==> src/sv/spq_pkg.sv <==
package spq_pkg;

  localparam int KIND_W    = 2;
  localparam int RANK_W    = 8;
  localparam int STATUS_W  = 2;
  localparam int WORD_W    = 32;
  localparam int OCC_W     = 5;

  // operation codes; the unused code behaves as a peek
  localparam logic [KIND_W-1:0] KIND_INSERT = 2'd0;
  localparam logic [KIND_W-1:0] KIND_REMOVE = 2'd1;
  localparam logic [KIND_W-1:0] KIND_PEEK   = 2'd2;

  localparam logic [STATUS_W-1:0] STATUS_DONE  = 2'd0;
  localparam logic [STATUS_W-1:0] STATUS_FULL  = 2'd1;
  localparam logic [STATUS_W-1:0] STATUS_EMPTY = 2'd2;

  typedef struct packed {
    logic load;  // capture the operation on a start transfer
    logic exec;  // apply it to the entry row and register the result
  } spq_cmd_t;

endpackage

==> src/sv/spq_ctrl.sv <==
module spq_ctrl
  import spq_pkg::*;
(
  input  logic     clk_i,
  input  logic     rst_ni,
  input  logic     start,
  output logic     busy,
  output logic     done_o,
  output spq_cmd_t cmd_o
);

  localparam logic ST_IDLE = 1'b0;
  localparam logic ST_EXEC = 1'b1;

  logic state_q, state_d;
  logic done_q, done_d;

  always_comb begin
    state_d = state_q;
    case (state_q)
      ST_IDLE: begin
        if (start) begin
          state_d = ST_EXEC;
        end
      end
      ST_EXEC: begin
        state_d = ST_IDLE;
      end
      default: begin
        state_d = ST_IDLE;
      end
    endcase
  end

  assign done_d     = (state_q == ST_EXEC);
  assign cmd_o.load = (state_q == ST_IDLE) && start;
  assign cmd_o.exec = (state_q == ST_EXEC);
  assign busy       = (state_q == ST_EXEC);
  assign done_o     = done_q;

  always_ff @(posedge clk_i or negedge rst_ni) begin
    if (!rst_ni) begin
      state_q <= ST_IDLE;
      done_q  <= 1'b0;
    end else begin
      state_q <= state_d;
      done_q  <= done_d;
    end
  end

endmodule

==> src/sv/spq_datapath.sv <==
module spq_datapath
  import spq_pkg::*;
#(
  parameter int DEPTH        = 16,
  parameter int PAYLOAD_BITS = 32
) (
  input  logic                clk_i,
  input  logic                rst_ni,
  input  spq_cmd_t            cmd_i,
  input  logic [KIND_W-1:0]   kind_i,
  input  logic [WORD_W-1:0]   payload_i,
  input  logic [RANK_W-1:0]   rank_i,
  output logic [STATUS_W-1:0] status_o,
  output logic [WORD_W-1:0]   head_payload_o,
  output logic [RANK_W-1:0]   head_rank_o,
  output logic [OCC_W-1:0]    occupancy_o
);

  localparam int CW = $clog2(DEPTH + 1);

  // captured operation
  logic [KIND_W-1:0]       kind_q;
  logic [PAYLOAD_BITS-1:0] pay_q;
  logic [RANK_W-1:0]       rank_q;

  // sorted entry row, head in slot 0
  logic [PAYLOAD_BITS-1:0] pay_row_q  [DEPTH];
  logic [PAYLOAD_BITS-1:0] pay_row_d  [DEPTH];
  logic [RANK_W-1:0]       rank_row_q [DEPTH];
  logic [RANK_W-1:0]       rank_row_d [DEPTH];
  logic [CW-1:0]           count_q, count_d;

  logic [DEPTH-1:0] used;
  logic [DEPTH-1:0] larger;
  logic [DEPTH-1:0] tail;
  logic             full, empty;

  logic [STATUS_W-1:0]     status_d, status_q;
  logic [PAYLOAD_BITS-1:0] hpay_d;
  logic [RANK_W-1:0]       hrank_d;
  logic [WORD_W-1:0]       hpay_q;
  logic [RANK_W-1:0]       hrank_q;
  logic [OCC_W-1:0]        occ_q;

  assign full  = (count_q == CW'(DEPTH));
  assign empty = (count_q == '0);

  // per-slot compare against the captured rank
  always_comb begin
    for (int j = 0; j < DEPTH; j++) begin
      used[j]   = (CW'(j) < count_q);
      larger[j] = used[j] && (rank_row_q[j] > rank_q);
      tail[j]   = (CW'(j) == count_q);
    end
  end

  always_comb begin
    pay_row_d  = pay_row_q;
    rank_row_d = rank_row_q;
    count_d    = count_q;
    status_d   = STATUS_DONE;
    hpay_d     = pay_row_q[0];
    hrank_d    = rank_row_q[0];
    case (kind_q)
      KIND_INSERT: begin
        if (full) begin
          status_d = STATUS_FULL;
        end else begin
          count_d = count_q + CW'(1);
          // slot 0 has no predecessor
          if (larger[0] || tail[0]) begin
            pay_row_d[0]  = pay_q;
            rank_row_d[0] = rank_q;
          end
          for (int j = 1; j < DEPTH; j++) begin
            if (larger[j-1]) begin
              pay_row_d[j]  = pay_row_q[j-1];
              rank_row_d[j] = rank_row_q[j-1];
            end else if (larger[j] || tail[j]) begin
              pay_row_d[j]  = pay_q;
              rank_row_d[j] = rank_q;
            end
          end
          hpay_d  = pay_row_d[0];
          hrank_d = rank_row_d[0];
        end
      end
      KIND_REMOVE: begin
        if (empty) begin
          status_d = STATUS_EMPTY;
          hpay_d   = '0;
          hrank_d  = '0;
        end else begin
          count_d = count_q - CW'(1);
          for (int j = 0; j < DEPTH - 1; j++) begin
            pay_row_d[j]  = pay_row_q[j+1];
            rank_row_d[j] = rank_row_q[j+1];
          end
        end
      end
      default: begin
        if (empty) begin
          status_d = STATUS_EMPTY;
          hpay_d   = '0;
          hrank_d  = '0;
        end
      end
    endcase
  end

  always_ff @(posedge clk_i or negedge rst_ni) begin
    if (!rst_ni) begin
      count_q <= '0;
    end else if (cmd_i.exec) begin
      count_q <= count_d;
    end
  end

  always_ff @(posedge clk_i) begin
    if (cmd_i.load) begin
      kind_q <= kind_i;
      pay_q  <= PAYLOAD_BITS'(payload_i);
      rank_q <= rank_i;
    end
    if (cmd_i.exec) begin
      pay_row_q  <= pay_row_d;
      rank_row_q <= rank_row_d;
      status_q   <= status_d;
      hpay_q     <= WORD_W'(hpay_d);
      hrank_q    <= hrank_d;
      occ_q      <= OCC_W'(count_d);
    end
  end

  assign status_o       = status_q;
  assign head_payload_o = hpay_q;
  assign head_rank_o    = hrank_q;
  assign occupancy_o    = occ_q;

endmodule

==> src/sv/sorted_priority_queue_unit.sv <==
// Bounded priority queue of DEPTH entries kept sorted by ascending rank; the
// lowest rank is served first and equal ranks leave in arrival order. An
// operation (insert, remove head, peek head) is taken on a clock edge with
// start high and busy low. Each operation is captured, then all slots
// compare against the new rank and shift in parallel. Its single result
// appears on the result ports for exactly one cycle with done_o high, as
// busy falls; the receiver cannot stall, so it must take the result in that
// cycle. A refused insert shows status full and the current head, a refused
// remove or peek shows status empty with zero head fields. For a remove the
// head fields give the entry that left. A new operation may start in the
// same cycle the result shows.
module sorted_priority_queue_unit
  import spq_pkg::*;
#(
  parameter int DEPTH        = 16,
  parameter int PAYLOAD_BITS = 32
) (
  input  logic                clk_i,
  input  logic                rst_ni,
  input  logic                start,
  output logic                busy,
  input  logic [KIND_W-1:0]   kind_i,
  input  logic [WORD_W-1:0]   payload_i,
  input  logic [RANK_W-1:0]   rank_i,
  output logic                done_o,
  output logic [STATUS_W-1:0] status_o,
  output logic [WORD_W-1:0]   head_payload_o,
  output logic [RANK_W-1:0]   head_rank_o,
  output logic [OCC_W-1:0]    occupancy_o
);

  spq_cmd_t cmd;

  spq_ctrl u_ctrl (
    .clk_i  (clk_i),
    .rst_ni (rst_ni),
    .start  (start),
    .busy   (busy),
    .done_o (done_o),
    .cmd_o  (cmd)
  );

  spq_datapath #(
    .DEPTH        (DEPTH),
    .PAYLOAD_BITS (PAYLOAD_BITS)
  ) u_datapath (
    .clk_i          (clk_i),
    .rst_ni         (rst_ni),
    .cmd_i          (cmd),
    .kind_i         (kind_i),
    .payload_i      (payload_i),
    .rank_i         (rank_i),
    .status_o       (status_o),
    .head_payload_o (head_payload_o),
    .head_rank_o    (head_rank_o),
    .occupancy_o    (occupancy_o)
  );

endmodule
==> config.mk <==
export PLATFORM = sky130hd
export DESIGN_NAME = sorted_priority_queue_unit
export DESIGN_NICKNAME = d
export VERILOG_FILES = /design/src/sv/spq_pkg.sv /design/src/sv/spq_ctrl.sv /design/src/sv/spq_datapath.sv /design/src/sv/sorted_priority_queue_unit.sv
export SDC_FILE = /design/constraint.sdc
export NUM_CORES = 2
export LEC_CHECK = 0
export BUFFER_PORTS_ARGS = -buffer_cell sky130_fd_sc_hd__buf_2
export CAP_MARGIN = 20
export CORE_MARGIN = 4
export CORE_UTILIZATION = 40
export DETAILED_ROUTE_END_ITERATION = 16
export HOLD_SLACK_MARGIN = 0.1
export SYNTH_ARGS = -nofsm -noshare
export SYNTH_HDL_FRONTEND = slang
export SYNTH_SLANG_ARGS = --single-unit
==> constraint.sdc <==
create_clock -name clk_i -period 8.25 [get_ports clk_i]
set_input_delay 0.825 -clock clk_i [delete_from_list [all_inputs] [get_ports clk_i]]
set_output_delay 0.825 -clock clk_i [all_outputs]
set_load 0.02 [all_outputs]
Yosys cells after proc, flatten, opt, wreduce, memory -nomap -nowiden
Cells that the tools add are included.
{"block": "op_classes", "n_addsub": 2, "order_cmp": 32, "n_eq_ne": 33, "muxes": 82, "n_bitwise": 2, "reduce_logical": 53}
{"operator": "$mux 32", "count": 34}
{"operator": "$pmux 480 s2", "count": 1}
{"operator": "$mux 512", "count": 1}
{"operator": "$mux 480", "count": 1}
{"operator": "$mux 8", "count": 34}
{"operator": "$pmux 120 s2", "count": 1}
{"operator": "$gt 8x8->1", "count": 16}
{"operator": "$mux 128", "count": 1}
{"operator": "$mux 120", "count": 1}
{"operator": "$reduce_and 5->1", "count": 14}
{"operator": "$ne 3x1->1 const B", "count": 14}
{"operator": "$eq 4x5->1 const A", "count": 8}
{"operator": "$lt 4x5->1 const A", "count": 8}
{"operator": "$eq 3x5->1 const A", "count": 4}
{"operator": "$lt 3x5->1 const A", "count": 4}
{"operator": "$logic_and 1x1->1", "count": 17}
{"operator": "$logic_or 1x1->1", "count": 16}
{"operator": "$eq 2x5->1 const A", "count": 2}
{"operator": "$lt 1x5->1 const A", "count": 2}
{"operator": "$lt 2x5->1 const A", "count": 2}
{"operator": "$mux 5", "count": 2}
{"operator": "$pmux 5 s2", "count": 1}
{"operator": "$reduce_and 4->1", "count": 2}
{"operator": "$add 5x1->5 const B", "count": 1}
{"operator": "other kinds (12)", "count": 17}
{"block": "word_totals", "register_bits": 736, "output_inout_bits": 49, "wordCells": 246}

Longest topological paths before layout
{"block": "logic_depth", "word_depth": 7, "mapped_depth": 12, "depth_no_buf": 8}

Modules after synthesis
From an unflattened synthesis, not the netlist that was laid out.
{"block": "unflattened", "hier_cells": 3522, "area_unflattened_um2": 39172.6}
{"module": "spq_datapath", "n_inst": 1, "cells_each": 3517, "area_each_um2": 39093.7, "seq_area_each_um2": 22016.1}
{"module": "spq_ctrl", "n_inst": 1, "cells_each": 5, "area_each_um2": 78.8, "seq_area_each_um2": 50.0}

Worst setup path after synthesis
Ideal clock, no wire load.
{"block": "synth_path", "kind": "flip-flop to flip-flop", "startpoint": "register u_ctrl.state_q, in the netlist u_ctrl.busy", "endpoint": "register u_datapath.pay_row_q[224] in the netlist's numbering, enable pin", "setup_ps": 462, "t_arrival_ps": 4498, "path_slack_ps": 3291, "path_stages_with_launch": 6, "path_buffers": 2, "cell_sequence": "dfrtp_1 -> nand2b_1 -> or2_2 -> clkbuf_1 -> buf_2 -> a31oi_1"}
{"block": "synth_via", "elab_chain_cells": 1}
{"element": "start: declaration", "line_no": "spq_ctrl.sv:15", "text": "logic state_q, state_d;"}
{"element": "start signal: assignment", "line_no": "spq_ctrl.sv:46", "text": "state_q <= state_d;"}
{"element": "$reduce_and 5->1 (no line)"}
{"element": "end signal: assignment", "line_no": "spq_datapath.sv:126", "text": "pay_row_q <= pay_row_d;"}
{"element": "end: declaration", "line_no": "spq_datapath.sv:27", "text": "logic [PAYLOAD_BITS-1:0] pay_row_q [DEPTH];"}
Every way passes these cells.
A chain may end at the register's enable or synchronous reset.

Worst setup path in the final report
{"block": "layout_path", "startpoint": "register u_datapath.rank_q[2]", "endpoint": "register u_datapath.pay_row_q[77] in the netlist's numbering, enable pin"}
{"block": "layout_via", "elab_chain_cells": 5, "word_cells_on_any_way": 7, "classes_between": "2 x order compare; 1 x eq/ne; 4 x reduce/logical"}
{"element": "start: declaration", "line_no": "spq_datapath.sv:24", "text": "logic [RANK_W-1:0] rank_q;"}
{"element": "start signal: assignment", "line_no": "spq_datapath.sv:123", "text": "rank_q <= rank_i;"}
{"element": "$gt 8x8->1", "line_no": "spq_datapath.sv:52", "text": "larger[j] = used[j] && (rank_row_q[j] > rank_q);"}
{"element": "$logic_and 1x1->1", "line_no": "spq_datapath.sv:52"}
{"element": "$logic_or 1x1->1", "line_no": "spq_datapath.sv:79", "text": "end else if (larger[j] || tail[j]) begin"}
{"element": "$ne 3x1->1 (no line) *"}
{"element": "$reduce_and 5->1 (no line) *"}
Mark *: on every way between the ends. The rest lies on a longest branch, timed or not.

==> results.md <==
- Placement Rows: 115
- Horiz. Die Dim: around 320 µm
- Routed WL: ~110,000 µm
- Max Slew Vio Count: 0
- Skew-Pair Late Insertion Delay: around 0.66 ns
- Post-cts resize count: 0
- Ratio of cells with drive above 1 in the final layout: 0.109
- Worst-path clk slew: about 0.060 ns
- Die ar.: 0.104 mm²
- Initial antenna violation count: 1
- Post-synthesis register bit count: around 740
- MaxCap Viol Count: 0
- Routed Antenna Nets: 0
- PnR worst setup slack: 3.09 ns
- CORE AREA: a little under 0.1 mm²
- Postcts setup bufs: 0
- Worst-path cell chain: inv_1 -> ha_1 -> and4_1 -> a21oi_1 -> o21ai_1 -> a21oi_4 -> buf_4 -> a21oi_1 -> a21oi_4 -> buf_4
- Critical Path Source Type: register
- Gate Count Post-Synth: 3,480
- Die Span Y: ~320 µm
- Final Core Density: 0.445
- Area delta synth->final: 10.4%
- Worst hold path class: input port to register
- Worst-Margin Slew: roughly 1.1 ns
- Final Total Pwr: 12,500 µW
- Crit-path leading delay family: buffers and inverters
- Buffers & Inverters on Critical Path: 3
- CP Max Fanout: 42
- CTS tree: done
- WS Path Type: register to register
- Lkg Pwr: 0.0159 µW
- Final min period: about 5.2 ns
- Slew HR: 0.237
- Largest net degree at the start of global routing: 216
- Warnings, synthesis: 0
- Most frequent cells in the layout: 729 x edfxtp_1, 688 x nand2_1, 586 x mux2i_1
- DRT iter0 DRCs: approximately 2,800
- Netlist cell types: 64
- Pre-antenna DRT Iters: 5
- Crit-path max cell delay: ~0.89 ns
- Critical Path RT: 8.56 ns
- Vias per inst: between 5 and 6
- Count of final setup violators: 0
- Fin nets: ~3,600
- CP Capture Type: register
- Syn Area/Cell: 11.4 µm²
- Vias in the first global route: 27,086
- Final Hold Fails: 0
- VDD IR max: 171 µV
- First-pass GRT wire length: 171,000 µm
- Clock buffer depth: 3
- Port Buffers: 93
- Clock sink count: ~740
- Via count: about 28,000
- Pwr Density: about 290 mW/mm²
- DRC errors left: 0
- Seq/Total Area, Yosys: 0.556
- Mapped Area: slightly below 0.04 mm²
- Crit path max-delay cell type: a21oi_4
- Gr usage total: 0.211
- Final GP Congestion: between 0.8 and 0.9
- Fmax: between 150 and 200 MHz
- Starting Density: 0.403
- Critical Path AT: 5.46 ns
- DP HPWL: approximately 66,000 µm
- RSZ-0062 raised after global routing: false
- Commonest non-fill, non-tap cell in the layout: edfxtp_1
- N_diodes: 0
- Setup Skew: 0.0350 ns
- Status: finished clean
- Gr ovfl total: 0
- Number of buffers created by CTS: between 80 and 90
- CTS H-tree lvls: 3
- WHS: about 0.34 ns
- Post-synth ARST share: 0.00951
- Ports: 94
- Syn Nets: about 3,700
- Primary FF master, synth: edfxtp_1
- Root buf cell: clkbuf_16
- Sum Neg Setup Slack: 0 ns
- Post-synth EDFFs: roughly 730
- Place WS: 3.25 ns
- Period utilization: 0.625
- Drt wl/cell: between 20 and 25 µm
-- power breakdown --
group | leakage (µW) | total (µW) | switching [µW] | internal [µW]
registers | 0.00686 | 5170 | 305 | 4860
clock network | 0.00134 | 3790 | 1620 | 2170
logic | 0.00774 | 3520 | 2270 | 1250
-- synth_stat cells (all sizes together), types with 2 or more instances --
cell      n  area, µm²
a21o      3       22.5
a21oi    84        495
a22oi     3       22.5
a31oi    11       68.8
and4      4       35.0
buf     142        970
clkbuf  167        631
dfrtp     7        175
edfxtp  729      21900
ha      133       1660
inv      30        113
mux2     43        484
mux2i   586       5870
nand2   691       2590
nand2b    4       25.0
nand3    15       85.1
nand4    30        188
nor2     44        173
nor2b    17        106
nor3      8       51.3
o211ai   16        125
o21a      7       52.6
o21ai   619       3100
o21bai    2       15.0
o221ai    9       85.1
o22ai    12       75.1
o31ai    41        313
o32ai     2       25.0
or2       3       18.8
xnor2     2       17.5
-- cell families (layout without fill, tap and decap cells) --
family | after synthesis | in the layout | share of synthesized area
compound gates | 820 | 820 | 0.114
xor+xnor | 2 | 2 | 0.000442
fa+ha+maj | 133 | 133 | 0.0419
buf+inv | 339 | 349 | 0.0432
flops | 736 | 736 | 0.556
mux | 629 | 629 | 0.160
simple gates | 821 | 821 | 0.0839
-- layer usage --
layer | wire length (µm) | vias up | GRT usage | share of wire
met5 | 0 | - | 0 | 0
met4 | 2670 | 0 | 0.0550 | 0.024
met3 | 6930 | 150 | 0.0341 | 0.061
met2 | 49400 | 888 | 0.319 | 0.44
met1 | 53800 | 13941 | 0.317 | 0.48
li1 | - | 12681 | - | -
-- final cells by class --
cell class                 instances  area [µm²]
tap                             1287        1610
inverter                          30         113
sequential                       736       22100
multi-input combinational       2405       16200
fill                            9221       54600
clock inverter                    51         499
timing repair buffer             161        1070
clock buffer                     107        2250
-- path summary, 6_finish.rpt --
check                                              from  slack [ns]  depth (start not counted)                       end
worst min register to register  u_datapath.pay_row_q[0]        0.51                          2  u_datapath.pay_row_q[32]
worst min-delay path                      payload_i[28]        0.34                          1      u_datapath.pay_q[28]
max in group asynchronous                        rst_ni        7.51                          2               u_ctrl.busy
worst max-delay path               u_datapath.rank_q[2]        3.09                         10  u_datapath.pay_row_q[77]
worst max register to register     u_datapath.rank_q[2]        3.09                         10  u_datapath.pay_row_q[77]
min in group asynchronous                        rst_ni        0.54                          2     u_datapath.count_q[0]
-- through the flow --
step	instance area (µm²)	cells
after floorplan	39700	3480
after global placement	41000	4614
after detailed placement	41000	4617
after CTS	43800	4776
after global routing	43800	4777
final	43800	4777
-- registers in the layout, summed over array words and instances (netlist names) --
| register | flops |
|---|---|
| u_ctrl.busy | 1 |
| u_ctrl.done_o | 1 |
| u_datapath.count_q | 5 |
| u_datapath.head_payload_o | 32 |
| u_datapath.head_rank_o | 8 |
| u_datapath.kind_q | 2 |
| u_datapath.occupancy_o | 5 |
| u_datapath.pay_q | 32 |
| u_datapath.pay_row_q | 512 |
| u_datapath.rank_q | 8 |
| u_datapath.rank_row_q | 128 |
| u_datapath.status_o | 2 |
-- what timing repair did --
action                                 in CTS  in global routing
endpoints found under the hold margin       7                  0
hold buffers                                1                  0
setup endpoints to repair                   0                  0
Note: power is estimated with default switching activity, not from simulation.
